## config.mk

```make
export PLATFORM = sky130hd
export DESIGN_NAME = bwt_controller
export DESIGN_NICKNAME = d
export VERILOG_FILES = /design/src/rtl/bwt_pkg.sv /design/src/rtl/bwt_controller.sv
export SDC_FILE = /design/constraint.sdc
export NUM_CORES = 1
export LEC_CHECK = 0
export BUFFER_PORTS_ARGS = -buffer_cell sky130_fd_sc_hd__buf_2
export CORE_MARGIN = 2
export CORE_UTILIZATION = 50
export CTS_CLUSTER_SIZE = 14
export DETAILED_ROUTE_END_ITERATION = 8
export GPL_TIMING_DRIVEN = 0
export PLACE_DENSITY = 0.77
export RECOVER_POWER = 100
export SLEW_MARGIN = 20
export SYNTH_ARGS = -nofsm -noshare
export SYNTH_HDL_FRONTEND = slang
export SYNTH_SLANG_ARGS = --single-unit
```

## constraint.sdc

```tcl
create_clock -name clk_i -period 6.3 [get_ports clk_i]
set_input_delay 1.26 -clock clk_i [delete_from_list [all_inputs] [get_ports clk_i]]
set_output_delay 1.26 -clock clk_i [all_outputs]
set_load 0.05 [all_outputs]
```

## src/rtl/bwt_pkg.sv

```systemverilog
package bwt_pkg;

  localparam int unsigned BLOCK_SIZE   = 4096;
  localparam int unsigned ALPHABET     = 256;
  localparam int unsigned BUCKET_DEPTH = BLOCK_SIZE + 1;
  localparam int unsigned AW           = 12;
  localparam int unsigned LW           = 13;

  typedef struct packed {
    logic          command;
    logic [7:0]    data_byte;
    logic          last;
    logic [AW-1:0] read_index;
  } bwt_item_t;

  typedef struct packed {
    logic [7:0]    bwt_byte;
    logic [AW-1:0] rot0_pos;
    logic [LW-1:0] block_length;
    logic          in_range;
  } bwt_result_t;

  localparam logic CMD_LOAD = 1'b0;
  localparam logic CMD_READ = 1'b1;

  typedef enum logic [5:0] {
    OP_IDLE,
    OP_NOP,
    OP_RD1,
    OP_RD2,
    OP_CLR,
    OP_BH1,
    OP_BH2,
    OP_BH3,
    OP_PFX_RD,
    OP_PFX_EX,
    OP_PFX_IN,
    OP_BD1,
    OP_BD2,
    OP_BD3,
    OP_ROT_RD,
    OP_K2,
    OP_K3,
    OP_E2,
    OP_CNT_KEY,
    OP_CNT_INC,
    OP_F2,
    OP_PLC_KEY,
    OP_PLC_SCR,
    OP_SCR_RD,
    OP_G2,
    OP_H2,
    OP_PLC_ROT,
    OP_M2,
    OP_M3,
    OP_M4,
    OP_N1,
    OP_N2,
    OP_S2,
    OP_ROUND,
    OP_NEXT,
    OP_SEAL
  } op_e;

  typedef struct packed {
    op_e  op;
    logic load;
    logic read;
    logic i_inc;
    logic i_clr;
  } bwt_cmd_t;

  typedef struct packed {
    logic last_n;
    logic last_byte;
    logic last_size;
    logic top_full;
    logic gap_end;
  } bwt_sts_t;

endpackage

```

## src/rtl/bwt_controller.sv

```systemverilog
module bwt_controller (
  input  logic             clk_i,
  input  logic             rst_ni,
  input  logic             start,
  input  bwt_pkg::bwt_item_t item_i,
  input  bwt_pkg::bwt_sts_t  sts_i,
  output bwt_pkg::bwt_cmd_t  cmd_o,
  output logic             busy,
  output logic             valid_o
);
  import bwt_pkg::*;

  localparam logic [5:0] S_IDLE  = 6'd0;
  localparam logic [5:0] S_RD1   = 6'd1;
  localparam logic [5:0] S_RD2   = 6'd2;
  localparam logic [5:0] S_CLR0  = 6'd3;
  localparam logic [5:0] S_BH1   = 6'd4;
  localparam logic [5:0] S_BH2   = 6'd5;
  localparam logic [5:0] S_BH3   = 6'd6;
  localparam logic [5:0] S_PX0A  = 6'd7;
  localparam logic [5:0] S_PX0B  = 6'd8;
  localparam logic [5:0] S_BD1   = 6'd9;
  localparam logic [5:0] S_BD2   = 6'd10;
  localparam logic [5:0] S_BD3   = 6'd11;
  localparam logic [5:0] S_K1    = 6'd12;
  localparam logic [5:0] S_K2    = 6'd13;
  localparam logic [5:0] S_K3    = 6'd14;
  localparam logic [5:0] S_CHK   = 6'd15;
  localparam logic [5:0] S_ROUND = 6'd16;
  localparam logic [5:0] S_CLRA  = 6'd17;
  localparam logic [5:0] S_E1    = 6'd18;
  localparam logic [5:0] S_E2    = 6'd19;
  localparam logic [5:0] S_E3    = 6'd20;
  localparam logic [5:0] S_E4    = 6'd21;
  localparam logic [5:0] S_PXAA  = 6'd22;
  localparam logic [5:0] S_PXAB  = 6'd23;
  localparam logic [5:0] S_F1    = 6'd24;
  localparam logic [5:0] S_F2    = 6'd25;
  localparam logic [5:0] S_F3    = 6'd26;
  localparam logic [5:0] S_F4    = 6'd27;
  localparam logic [5:0] S_CLRB  = 6'd28;
  localparam logic [5:0] S_G1    = 6'd29;
  localparam logic [5:0] S_G2    = 6'd30;
  localparam logic [5:0] S_G3    = 6'd31;
  localparam logic [5:0] S_G4    = 6'd32;
  localparam logic [5:0] S_PXBA  = 6'd33;
  localparam logic [5:0] S_PXBB  = 6'd34;
  localparam logic [5:0] S_H1    = 6'd35;
  localparam logic [5:0] S_H2    = 6'd36;
  localparam logic [5:0] S_H3    = 6'd37;
  localparam logic [5:0] S_H4    = 6'd38;
  localparam logic [5:0] S_M1    = 6'd39;
  localparam logic [5:0] S_M2    = 6'd40;
  localparam logic [5:0] S_M3    = 6'd41;
  localparam logic [5:0] S_M4    = 6'd42;
  localparam logic [5:0] S_N1    = 6'd43;
  localparam logic [5:0] S_N2    = 6'd44;
  localparam logic [5:0] S_NEXT  = 6'd45;
  localparam logic [5:0] S_S1    = 6'd46;
  localparam logic [5:0] S_S2    = 6'd47;
  localparam logic [5:0] S_SEAL  = 6'd48;

  logic [5:0] state_q, state_d;
  logic       fin, lst;
  logic [5:0] loop_to, exit_to;

  always_comb begin
    state_d   = state_q;
    cmd_o     = '0;
    cmd_o.op  = OP_NOP;
    fin       = 1'b0;
    lst       = 1'b0;
    loop_to   = S_IDLE;
    exit_to   = S_IDLE;
    unique case (state_q)
      S_IDLE: begin
        cmd_o.op = OP_IDLE;
        if (start) begin
          if (item_i.command == CMD_READ) begin
            cmd_o.read = 1'b1;
            state_d    = S_RD1;
          end else begin
            cmd_o.load = 1'b1;
            if (item_i.last) state_d = S_CLR0;
          end
        end
      end
      S_RD1:   begin cmd_o.op = OP_RD1; state_d = S_RD2; end
      S_RD2:   begin cmd_o.op = OP_RD2; state_d = S_IDLE; end
      S_CLR0:  begin
        cmd_o.op = OP_CLR; fin = 1'b1; lst = sts_i.last_byte; loop_to = S_CLR0; exit_to = S_BH1;
      end
      S_BH1:   begin cmd_o.op = OP_BH1; state_d = S_BH2; end
      S_BH2:   begin cmd_o.op = OP_BH2; state_d = S_BH3; end
      S_BH3:   begin
        cmd_o.op = OP_BH3; fin = 1'b1; lst = sts_i.last_n; loop_to = S_BH1; exit_to = S_PX0A;
      end
      S_PX0A:  begin cmd_o.op = OP_PFX_RD; state_d = S_PX0B; end
      S_PX0B:  begin
        cmd_o.op = OP_PFX_EX; fin = 1'b1; lst = sts_i.last_byte; loop_to = S_PX0A;
        exit_to = S_BD1;
      end
      S_BD1:   begin cmd_o.op = OP_BD1; state_d = S_BD2; end
      S_BD2:   begin cmd_o.op = OP_BD2; state_d = S_BD3; end
      S_BD3:   begin
        cmd_o.op = OP_BD3; fin = 1'b1; lst = sts_i.last_n; loop_to = S_BD1; exit_to = S_K1;
      end
      S_K1:    begin cmd_o.op = OP_ROT_RD; state_d = S_K2; end
      S_K2:    begin cmd_o.op = OP_K2; state_d = S_K3; end
      S_K3:    begin
        cmd_o.op = OP_K3; fin = 1'b1; lst = sts_i.last_n; loop_to = S_K1; exit_to = S_CHK;
      end
      S_CHK:   begin
        cmd_o.op = OP_NOP;
        state_d  = (sts_i.gap_end || sts_i.top_full) ? S_S1 : S_ROUND;
      end
      S_ROUND: begin cmd_o.op = OP_ROUND; state_d = S_CLRA; end
      S_CLRA:  begin
        cmd_o.op = OP_CLR; fin = 1'b1; lst = sts_i.last_size; loop_to = S_CLRA; exit_to = S_E1;
      end
      S_E1:    begin cmd_o.op = OP_ROT_RD; state_d = S_E2; end
      S_E2:    begin cmd_o.op = OP_E2; state_d = S_E3; end
      S_E3:    begin cmd_o.op = OP_CNT_KEY; state_d = S_E4; end
      S_E4:    begin
        cmd_o.op = OP_CNT_INC; fin = 1'b1; lst = sts_i.last_n; loop_to = S_E1; exit_to = S_PXAA;
      end
      S_PXAA:  begin cmd_o.op = OP_PFX_RD; state_d = S_PXAB; end
      S_PXAB:  begin
        cmd_o.op = OP_PFX_IN; fin = 1'b1; lst = sts_i.last_size; loop_to = S_PXAA;
        exit_to = S_F1;
      end
      S_F1:    begin cmd_o.op = OP_ROT_RD; state_d = S_F2; end
      S_F2:    begin cmd_o.op = OP_F2; state_d = S_F3; end
      S_F3:    begin cmd_o.op = OP_PLC_KEY; state_d = S_F4; end
      S_F4:    begin
        cmd_o.op = OP_PLC_SCR; fin = 1'b1; lst = sts_i.last_n; loop_to = S_F1; exit_to = S_CLRB;
      end
      S_CLRB:  begin
        cmd_o.op = OP_CLR; fin = 1'b1; lst = sts_i.last_size; loop_to = S_CLRB; exit_to = S_G1;
      end
      S_G1:    begin cmd_o.op = OP_SCR_RD; state_d = S_G2; end
      S_G2:    begin cmd_o.op = OP_G2; state_d = S_G3; end
      S_G3:    begin cmd_o.op = OP_CNT_KEY; state_d = S_G4; end
      S_G4:    begin
        cmd_o.op = OP_CNT_INC; fin = 1'b1; lst = sts_i.last_n; loop_to = S_G1; exit_to = S_PXBA;
      end
      S_PXBA:  begin cmd_o.op = OP_PFX_RD; state_d = S_PXBB; end
      S_PXBB:  begin
        cmd_o.op = OP_PFX_IN; fin = 1'b1; lst = sts_i.last_size; loop_to = S_PXBA;
        exit_to = S_H1;
      end
      S_H1:    begin cmd_o.op = OP_SCR_RD; state_d = S_H2; end
      S_H2:    begin cmd_o.op = OP_H2; state_d = S_H3; end
      S_H3:    begin cmd_o.op = OP_PLC_KEY; state_d = S_H4; end
      S_H4:    begin
        cmd_o.op = OP_PLC_ROT; fin = 1'b1; lst = sts_i.last_n; loop_to = S_H1; exit_to = S_M1;
      end
      S_M1:    begin cmd_o.op = OP_ROT_RD; state_d = S_M2; end
      S_M2:    begin cmd_o.op = OP_M2; state_d = S_M3; end
      S_M3:    begin cmd_o.op = OP_M3; state_d = S_M4; end
      S_M4:    begin
        cmd_o.op = OP_M4; fin = 1'b1; lst = sts_i.last_n; loop_to = S_M1; exit_to = S_N1;
      end
      S_N1:    begin cmd_o.op = OP_N1; state_d = S_N2; end
      S_N2:    begin
        cmd_o.op = OP_N2; fin = 1'b1; lst = sts_i.last_n; loop_to = S_N1; exit_to = S_NEXT;
      end
      S_NEXT:  begin cmd_o.op = OP_NEXT; state_d = S_CHK; end
      S_S1:    begin cmd_o.op = OP_ROT_RD; state_d = S_S2; end
      S_S2:    begin
        cmd_o.op = OP_S2; fin = 1'b1; lst = sts_i.last_n; loop_to = S_S1; exit_to = S_SEAL;
      end
      S_SEAL:  begin cmd_o.op = OP_SEAL; state_d = S_IDLE; end
      default: state_d = S_IDLE;
    endcase
    if (fin) begin
      if (lst) begin
        cmd_o.i_clr = 1'b1;
        state_d     = exit_to;
      end else begin
        cmd_o.i_inc = 1'b1;
        state_d     = loop_to;
      end
    end
  end

  always_ff @(posedge clk_i or negedge rst_ni) begin
    if (!rst_ni) begin
      state_q <= S_IDLE;
    end else begin
      state_q <= state_d;
    end
  end

  assign busy    = (state_q != S_IDLE);
  assign valid_o = (state_q == S_RD2);

endmodule

```

# Word-level counts from Yosys, hierarchy flattened
# Index checks and enable logic that the tools add are counted.
dict set report word_totals {
  ff_bits 6
  inputBits 30
  out_inout_bits 12
  word_cells 87
}
dict set report op_classes {
  eq_ne 51
  mux 19
  reduce_logical 16
}
# op n
set ops {}
lappend ops {{6-bit one-hot mux with 35 select lines} 1}
lappend ops {{6-bit one-hot mux with 16 select lines} 2}
lappend ops {{6-bit one-hot mux with 32 select lines} 1}
lappend ops {{6-bit == test (second input constant)} 17}
lappend ops {{6-bit by 5-bit == test with 1-bit output (second input constant)} 16}
lappend ops {{6-bit by 4-bit == test with 1-bit output (second input constant)} 8}
lappend ops {{6-bit 2-to-1 mux} 6}
lappend ops {{6-bit by 3-bit == test with 1-bit output (second input constant)} 4}
lappend ops {{16-bit OR reduction} 1}
lappend ops {{6-bit by 2-bit == test with 1-bit output (second input constant)} 2}
lappend ops {{2-bit OR reduction} 6}
lappend ops {{10-bit OR reduction} 1}
lappend ops {{6-bit by 1-bit == test with 1-bit output (second input constant)} 1}
lappend ops {{6-bit zero test} 1}
lappend ops {{2-bit 2-to-1 mux} 3}
lappend ops {{6-bit nonzero test} 1}
lappend ops {{3-bit OR reduction} 2}
lappend ops {{1-bit 2-to-1 mux} 5}
lappend ops {{5-bit OR reduction} 1}
lappend ops {{4-bit != test (second input constant)} 1}
lappend ops {{4-bit OR reduction} 1}
lappend ops {{3-bit != test (second input constant)} 1}
lappend ops {{1-bit one-hot mux with 3 select lines} 1}
lappend ops {{3-bit AND reduction} 1}
lappend ops {{2 further kinds} 2}

# Longest topological paths before layout
# Gate-level depths: netlist of the first run.
dict set report logic_depth {
  word_depth 5
  depth_mapped 10
  ltp_nobuf 7
}

# Worst setup path before layout of the first run
# Ideal clock, no wire load.
dict set report synth_path {
  path_kind {register to output}
  start {register state_q[2]}
  end {output cmd_o[7] in the netlist's numbering}
  arrival_time_ns 2.817
  t_required_ns 5.040
  path_slack_ns 2.223
  stages_incl_launch_ff 10
  path_buffers 5
  cell_sequence {dfrtp_1 -> buf_4 -> clkbuf_1 -> clkbuf_1 -> buf_2 -> clkbuf_1 -> nor2_1 -> o21ai_0 -> o21ai_0 -> o21ai_0}
}
# element line_no
set synth_lines {}
lappend synth_lines {{start: declaration} bwt_controller.sv:63} ;# logic [5:0] state_q, state_d;
lappend synth_lines {{start signal: assignment} bwt_controller.sv:191} ;# state_q <= state_d;
lappend synth_lines {{end: declaration} bwt_controller.sv:7} ;# output bwt_pkg::bwt_cmd_t cmd_o,

==> results of run 1 <==
## metal layers
| metal | vias up | global-route usage | share of wire |
|---|---|---|---|
| li1 | 1165 | - | - |
| met1 | 1180 | 0.524 | 0.36 |
| met2 | 263 | 0.601 | 0.42 |
| met3 | 75 | 0.0993 | 0.15 |
| met4 | 0 | 0.198 | 0.068 |
| met5 | - | 0 | 0 |
## Yosys cell counts, types with 5 or more instances
cell type,number
a21oi_1,26
a32oi_1,5
buf_4,5
clkbuf_1,21
dfrtp_1,6
inv_1,8
nand2_1,29
nand2b_1,12
nand3_1,13
nor2_1,31
nor2b_1,7
o21ai_0,33
o22ai_1,7
## worst min path at each step
stage                              to  cells past startpoint                    from
2_1_floorplan  state_q[5]$_DFFE_PN0P_                      5  state_q[3]$_DFFE_PN0P_
3_3_place_gp   state_q[5]$_DFFE_PN0P_                      5  state_q[3]$_DFFE_PN0P_
3_5_place_dp   state_q[5]$_DFFE_PN0P_                      5  state_q[3]$_DFFE_PN0P_
4_1_cts        state_q[4]$_DFFE_PN0P_                      1                  rst_ni
5_1_grt        state_q[4]$_DFFE_PN0P_                      1                  rst_ni
6_report       state_q[2]$_DFFE_PN0P_                      1                  rst_ni
## power groups by stage
| stage | combinational (mW) | sequential (mW) | clock, mW |
|---|---|---|---|
| finish | 1.32 | 0.0673 | 0.0641 |
| global route | 1.38 | 0.0692 | 0.0662 |
| CTS | 1.28 | 0.0668 | 0.0630 |
| detailed placement | 1.27 | 0.0673 | 0 |
| global placement | 1.28 | 0.0660 | 0 |
| floorplan | 0.952 | 0.0648 | 0 |
## layout make-up
cell class | instances | area share
buffer | 35 | 0.0820
clock buffer | 3 | 0.0200
inverter | 9 | 0.0164
multi-input combinational | 251 | 0.737
sequential | 6 | 0.0729
tap | 48 | 0.0291
timing repair buffer | 21 | 0.0425
## kinds of logic after synthesis
logic type	Yosys count
compound gates	121
xor+xnor	6
buf+inv	44
flops	6
mux	4
simple gates	120
## through the flow
stage	area, um2	cells	power (mW)	util
after floorplan	1870	301	1.02	-
after global placement	2040	370	1.35	0.561
after detailed placement	2040	370	1.34	0.561
after CTS	2080	373	1.41	0.572
after global routing	2060	373	1.52	0.567
final	2060	373	1.45	0.567
## worst max-delay path, stage by stage, from the launching register on
cell and delay [ns]:
dfrtp_1 0.31, buf_4 0.15, clkbuf_1 0.36, clkbuf_1 0.42, clkbuf_1 0.48, clkbuf_1 0.51, o21ai_0 0.18, a32oi_1 0.32
o221ai_1 0.19, clkbuf_1 0.33
==> flow_metrics.tcl, run 1 <==
set metrics [dict create \
    outcome "finished, final reports clean" \
    overflow 0 \
    clock_skew_ns 0.00158 \
    syn_area_mm2 0.00187 \
    synthMuxAreaShare 0.0214 \
    die_y_um 65.2 \
    rr_startpoint "state_q[5]$_DFFE_PN0P_" \
    vias 2683 \
    cts_resized 0 \
    synth_cell_types 58 \
    nets 357 \
    io_buffers 21 \
    hold_viol_final 0 \
    cts-root-buf "clkbuf_8" \
    synth_area_per_cell_um2 6.22 \
    fin_crit_ns 4.76 \
    cts_hold_buffers 0 \
    grt_use_total 0.398 \
    synthTopCellsByArea "o21ai_0, dfrtp_1, a21oi_1, nor2_1, nand2_1" \
    cts_tree "yes" \
    crit_path_end "cmd_o[4]" \
    coreArea_mm2 0.00363 \
    largest_reg_flops 6 \
    synthSimpleGateAreaFrac 0.323 \
    synth_seq_cells 6 \
    power.switching_uw 965 \
    synth_xor_area_frac 0.0281 \
    slew_headroom 0.451 \
    clkSinkCount 6 \
    critPathArrivalTime_ns 3.50 \
    p_sw_frac 0.665 \
    grt_max_degree 11 \
    synth_compound_area_frac 0.438 \
    layout_common_cells "clkbuf_1, o21ai_0, nor2_1" \
    synthArstFlopShare 1.00 \
    largestRegisters "state_q (6)" \
    initial_core_util 0.515 \
    cp_max_fo 10 \
    setup_ws_ns 1.54 \
    syn-num-nets 331 \
    fmax_mhz 210 \
    rrSetupSlack_ns 3.28 \
    routedWlPerCell_um 22.1 \
    grt_pass1_wl_um 12800 \
    drt_iter0_drc 614 \
    cts_made_buffers 3 \
    worst-setup-path-type "reg -> out" \
    p_leak_nw 0.761 \
    layout_commonest_cell "clkbuf_1" \
    cp-end-kind "output pin" \
    startpoint "state_q[5]$_DFFE_PN0P_" \
    hold_ws_ns 0.892 \
    route.detailed.drc 0 \
    synth_top_area_cell "o21ai_0" \
    ioPinCount 42 \
    via_per_inst 7.19 \
    fin_crit_sh 0.755 \
    synth_top_cell_area_share 0.0882 \
    synth_edf_count 0 \
    area_growth_pct 10.0 \
    cts_setup_buffers 0 \
    drv_cap 0 \
    clock_latency_ns 0.24 \
    drive_above_1_share 0.0800 \
    seq_area_um2 150 \
    cts.path.max_buffers 2 \
    routed_wl_um 8260 \
    reg2reg_to "state_q[0]$_DFFE_PN0P_" \
    rows 22 \
    ys_seq_area_frac 0.0802 \
    comb_power_share 0.910 \
    dp_hpwl_um 5950 \
    first_pass_iters 5 \
    nFillCells 373 \
    place_ws_ns 2.24 \
    grt_pass1_vias 2396 \
    regMostFlops "state_q" \
    grt_antenna_before_repair 0 \
    worst-slew-pin-transition_ns 0.812 \
    powerDensity_mw_per_mm2 705 \
    setup_violations 0 \
    multi_input_comb_area_mm2 0.00152 \
    yosys_most_used_dff "dfrtp_1" \
    synthAdderAreaFrac 0 \
    intPower_uw 487 \
    dieArea_mm2 0.00425 \
    clk_transition_reported_paths_ns 0.04 \
    ant_nets 0 \
    synth_top_family_by_area "compound AO/OA/AOI/OAI gates" \
    antennaDiodeCount 0 \
    hold_class "in -> async" \
    seqPwrFrac 0.046 \
    final-max-slew-violation-count 0 \
    rsz0062_at_grt "no" \
    fin_setup_tns_ns 0 \
    yosysWarningCount 0 \
    clock_power_share 0.044 \
    r2r_cells 8 \
    start_kind "register" \
    ir_worst_vdd_mv 0.218 \
    required_ns 5.04 \
    gp_congestion 1.03 \
    syn_inst 301 \
    htreeDepth 1 \
    die_width_um 65.2 \
]
Power figures use the tool's default switching activity.
==> run 2, diff against run 1 <==
==> constraint.sdc (replaced) <==
create_clock -name clk_i -period 4.4 [get_ports clk_i]
set_input_delay 0.88 -clock clk_i [delete_from_list [all_inputs] [get_ports clk_i]]
set_output_delay 0.88 -clock clk_i [all_outputs]
set_load 0.05 [all_outputs]
==> run 2 against run 1 <==
Total power grew 44%. Largest power group unchanged. Cell area is essentially flat. Critical path type unchanged. Hold slack lost 0.38 ns. Register-to-register slack lost 1.8 ns.
==> flow_metrics.tcl, run 2 (synthesized netlist as in run 1, its figures left out) <==
set metrics [dict create \
    hold_ws_ns 0.513 \
    post-layout-total-power_mw 2.10 \
    nets 357 \
    cts.path.max_buffers 2 \
    clock_latency_ns 0.24 \
    required_ns 3.52 \
    cts_setup_buffers 0 \
    cp-end-kind "output pin" \
    ioPinCount 42 \
    die_width_um 65.2 \
    routed_wl_um 8360 \
    hold_class "in -> async" \
    drv_cap 0 \
    first_pass_iters 7 \
    cts_hold_buffers 0 \
    grt_antenna_before_repair 0 \
    rows 22 \
    grt_use_met2 0.601 \
    gp_congestion 1.03 \
    worst-setup-path-type "reg -> out" \
    nFillCells 373 \
    cts_tree "yes" \
    outcome "finished, final reports clean" \
    critPathArrivalTime_ns 3.30 \
    area_growth_pct 9.95 \
    setup_ws_ns 0.224 \
    cts_made_buffers 3 \
    grt_pass1_wl_um 12800 \
    final-max-slew-violation-count 0 \
    setup_violations 0 \
    hold_viol_final 0 \
    finalNonFillerCells 373 \
    busiest_layer "met2" \
    p_leak_nw 0.780 \
    drive_above_1_share 0.0954 \
    ant_nets 0 \
    layout_common_cells "o21ai_0, clkbuf_1, nor2_1" \
    clock_skew_ns 0.000720 \
    fin_crit_sh 0.949 \
    powerDensity_mw_per_mm2 1020 \
    cts_resized 0 \
    grt_use_met3 0.0993 \
    placed_area_mm2 0.00204 \
    final_util 0.567 \
    fin_crit_ns 4.18 \
    layout_commonest_cell "o21ai_0" \
    antennaDiodeCount 0 \
    overflow 0 \
    grt_pass1_vias 2396 \
    rsz0062_at_grt "no" \
    fmax_mhz 239 \
    dieArea_mm2 0.00425 \
    htreeDepth 1 \
    fin_setup_tns_ns 0 \
    grt_max_degree 11 \
    largest_reg_flops 6 \
    largestRegisters "state_q (6)" \
    clk_transition_reported_paths_ns 0.04 \
    place_ws_ns 0.721 \
    coreArea_mm2 0.00363 \
    regMostFlops "state_q" \
    via_per_inst 7.25 \
    dp_hpwl_um 5950 \
    io_buffers 21 \
    grt_use_total 0.398 \
    final_cell_area_mm2 0.00206 \
    routedWlPerCell_um 22.4 \
    worst-slew-pin-transition_ns 0.859 \
    clkSinkCount 6 \
    cp_max_fo 10 \
    initial_core_util 0.515 \
    met1_usage 0.524 \
    drt_iter0_drc 602 \
    seq_area_um2 150 \
    numPlacedInstances 370 \
    ir_worst_vdd_mv 0.329 \
    route.detailed.drc 0 \
    cts-root-buf "clkbuf_8" \
    start_kind "register" \
    die_y_um 65.2 \
    slew_headroom 0.426 \
    multi_input_comb_area_mm2 0.00151 \
    vias 2706 \
]
-- run 2: cell type report --
class	instances	share of cell area
sequential	6	0.0729
multi-input combinational	251	0.735
buffer	35	0.0808
inverter	9	0.0164
clock buffer	3	0.0200
timing repair buffer	21	0.0462
tap	48	0.0292
-- run 2: worst max-delay path: stages (launching register included) --
cell	delay, ns
dfrtp_1	0.31
buf_4	0.15
buf_2	0.22
clkbuf_1	0.39
clkbuf_1	0.47
clkbuf_1	0.55
o21ai_0	0.18
a32oi_1	0.32
o221ai_1	0.18
clkbuf_2	0.27
-- run 2: final timing paths --
check / endpoint / from / cells past startpoint / slack [ns]
min in group clk_i: state_q[5]$_DFFE_PN0P_ / state_q[2]$_DFFE_PN0P_ / 5 / 1.03
worst min-delay path: state_q[3]$_DFFE_PN0P_ / rst_ni / 1 / 0.51
worst min register to register: state_q[5]$_DFFE_PN0P_ / state_q[2]$_DFFE_PN0P_ / 5 / 1.03
max in group asynchronous: state_q[5]$_DFFE_PN0P_ / rst_ni / 1 / 3.64
worst max-delay path: cmd_o[4] / state_q[5]$_DFFE_PN0P_ / 9 / 0.22
worst max register to register: state_q[4]$_DFFE_PN0P_ / state_q[4]$_DFFE_PN0P_ / 7 / 1.44
-- run 2: report_power, final --
group | total, mW | internal, mW | switching [mW]
Clock | 0.0920 | 0.0595 | 0.0324
Combinational | 1.91 | 0.565 | 1.34
Sequential | 0.0962 | 0.0820 | 0.0142
Total | 2.10 | 0.706 | 1.39
-- run 2: per-layer routing --
| metal | wire, um | part of all wire |
|---|---|---|
| met4 | 480 | 0.057 |
| met1 | 3070 | 0.37 |
| met2 | 3570 | 0.43 |
| met5 | 0 | 0 |
| met3 | 1230 | 0.15 |
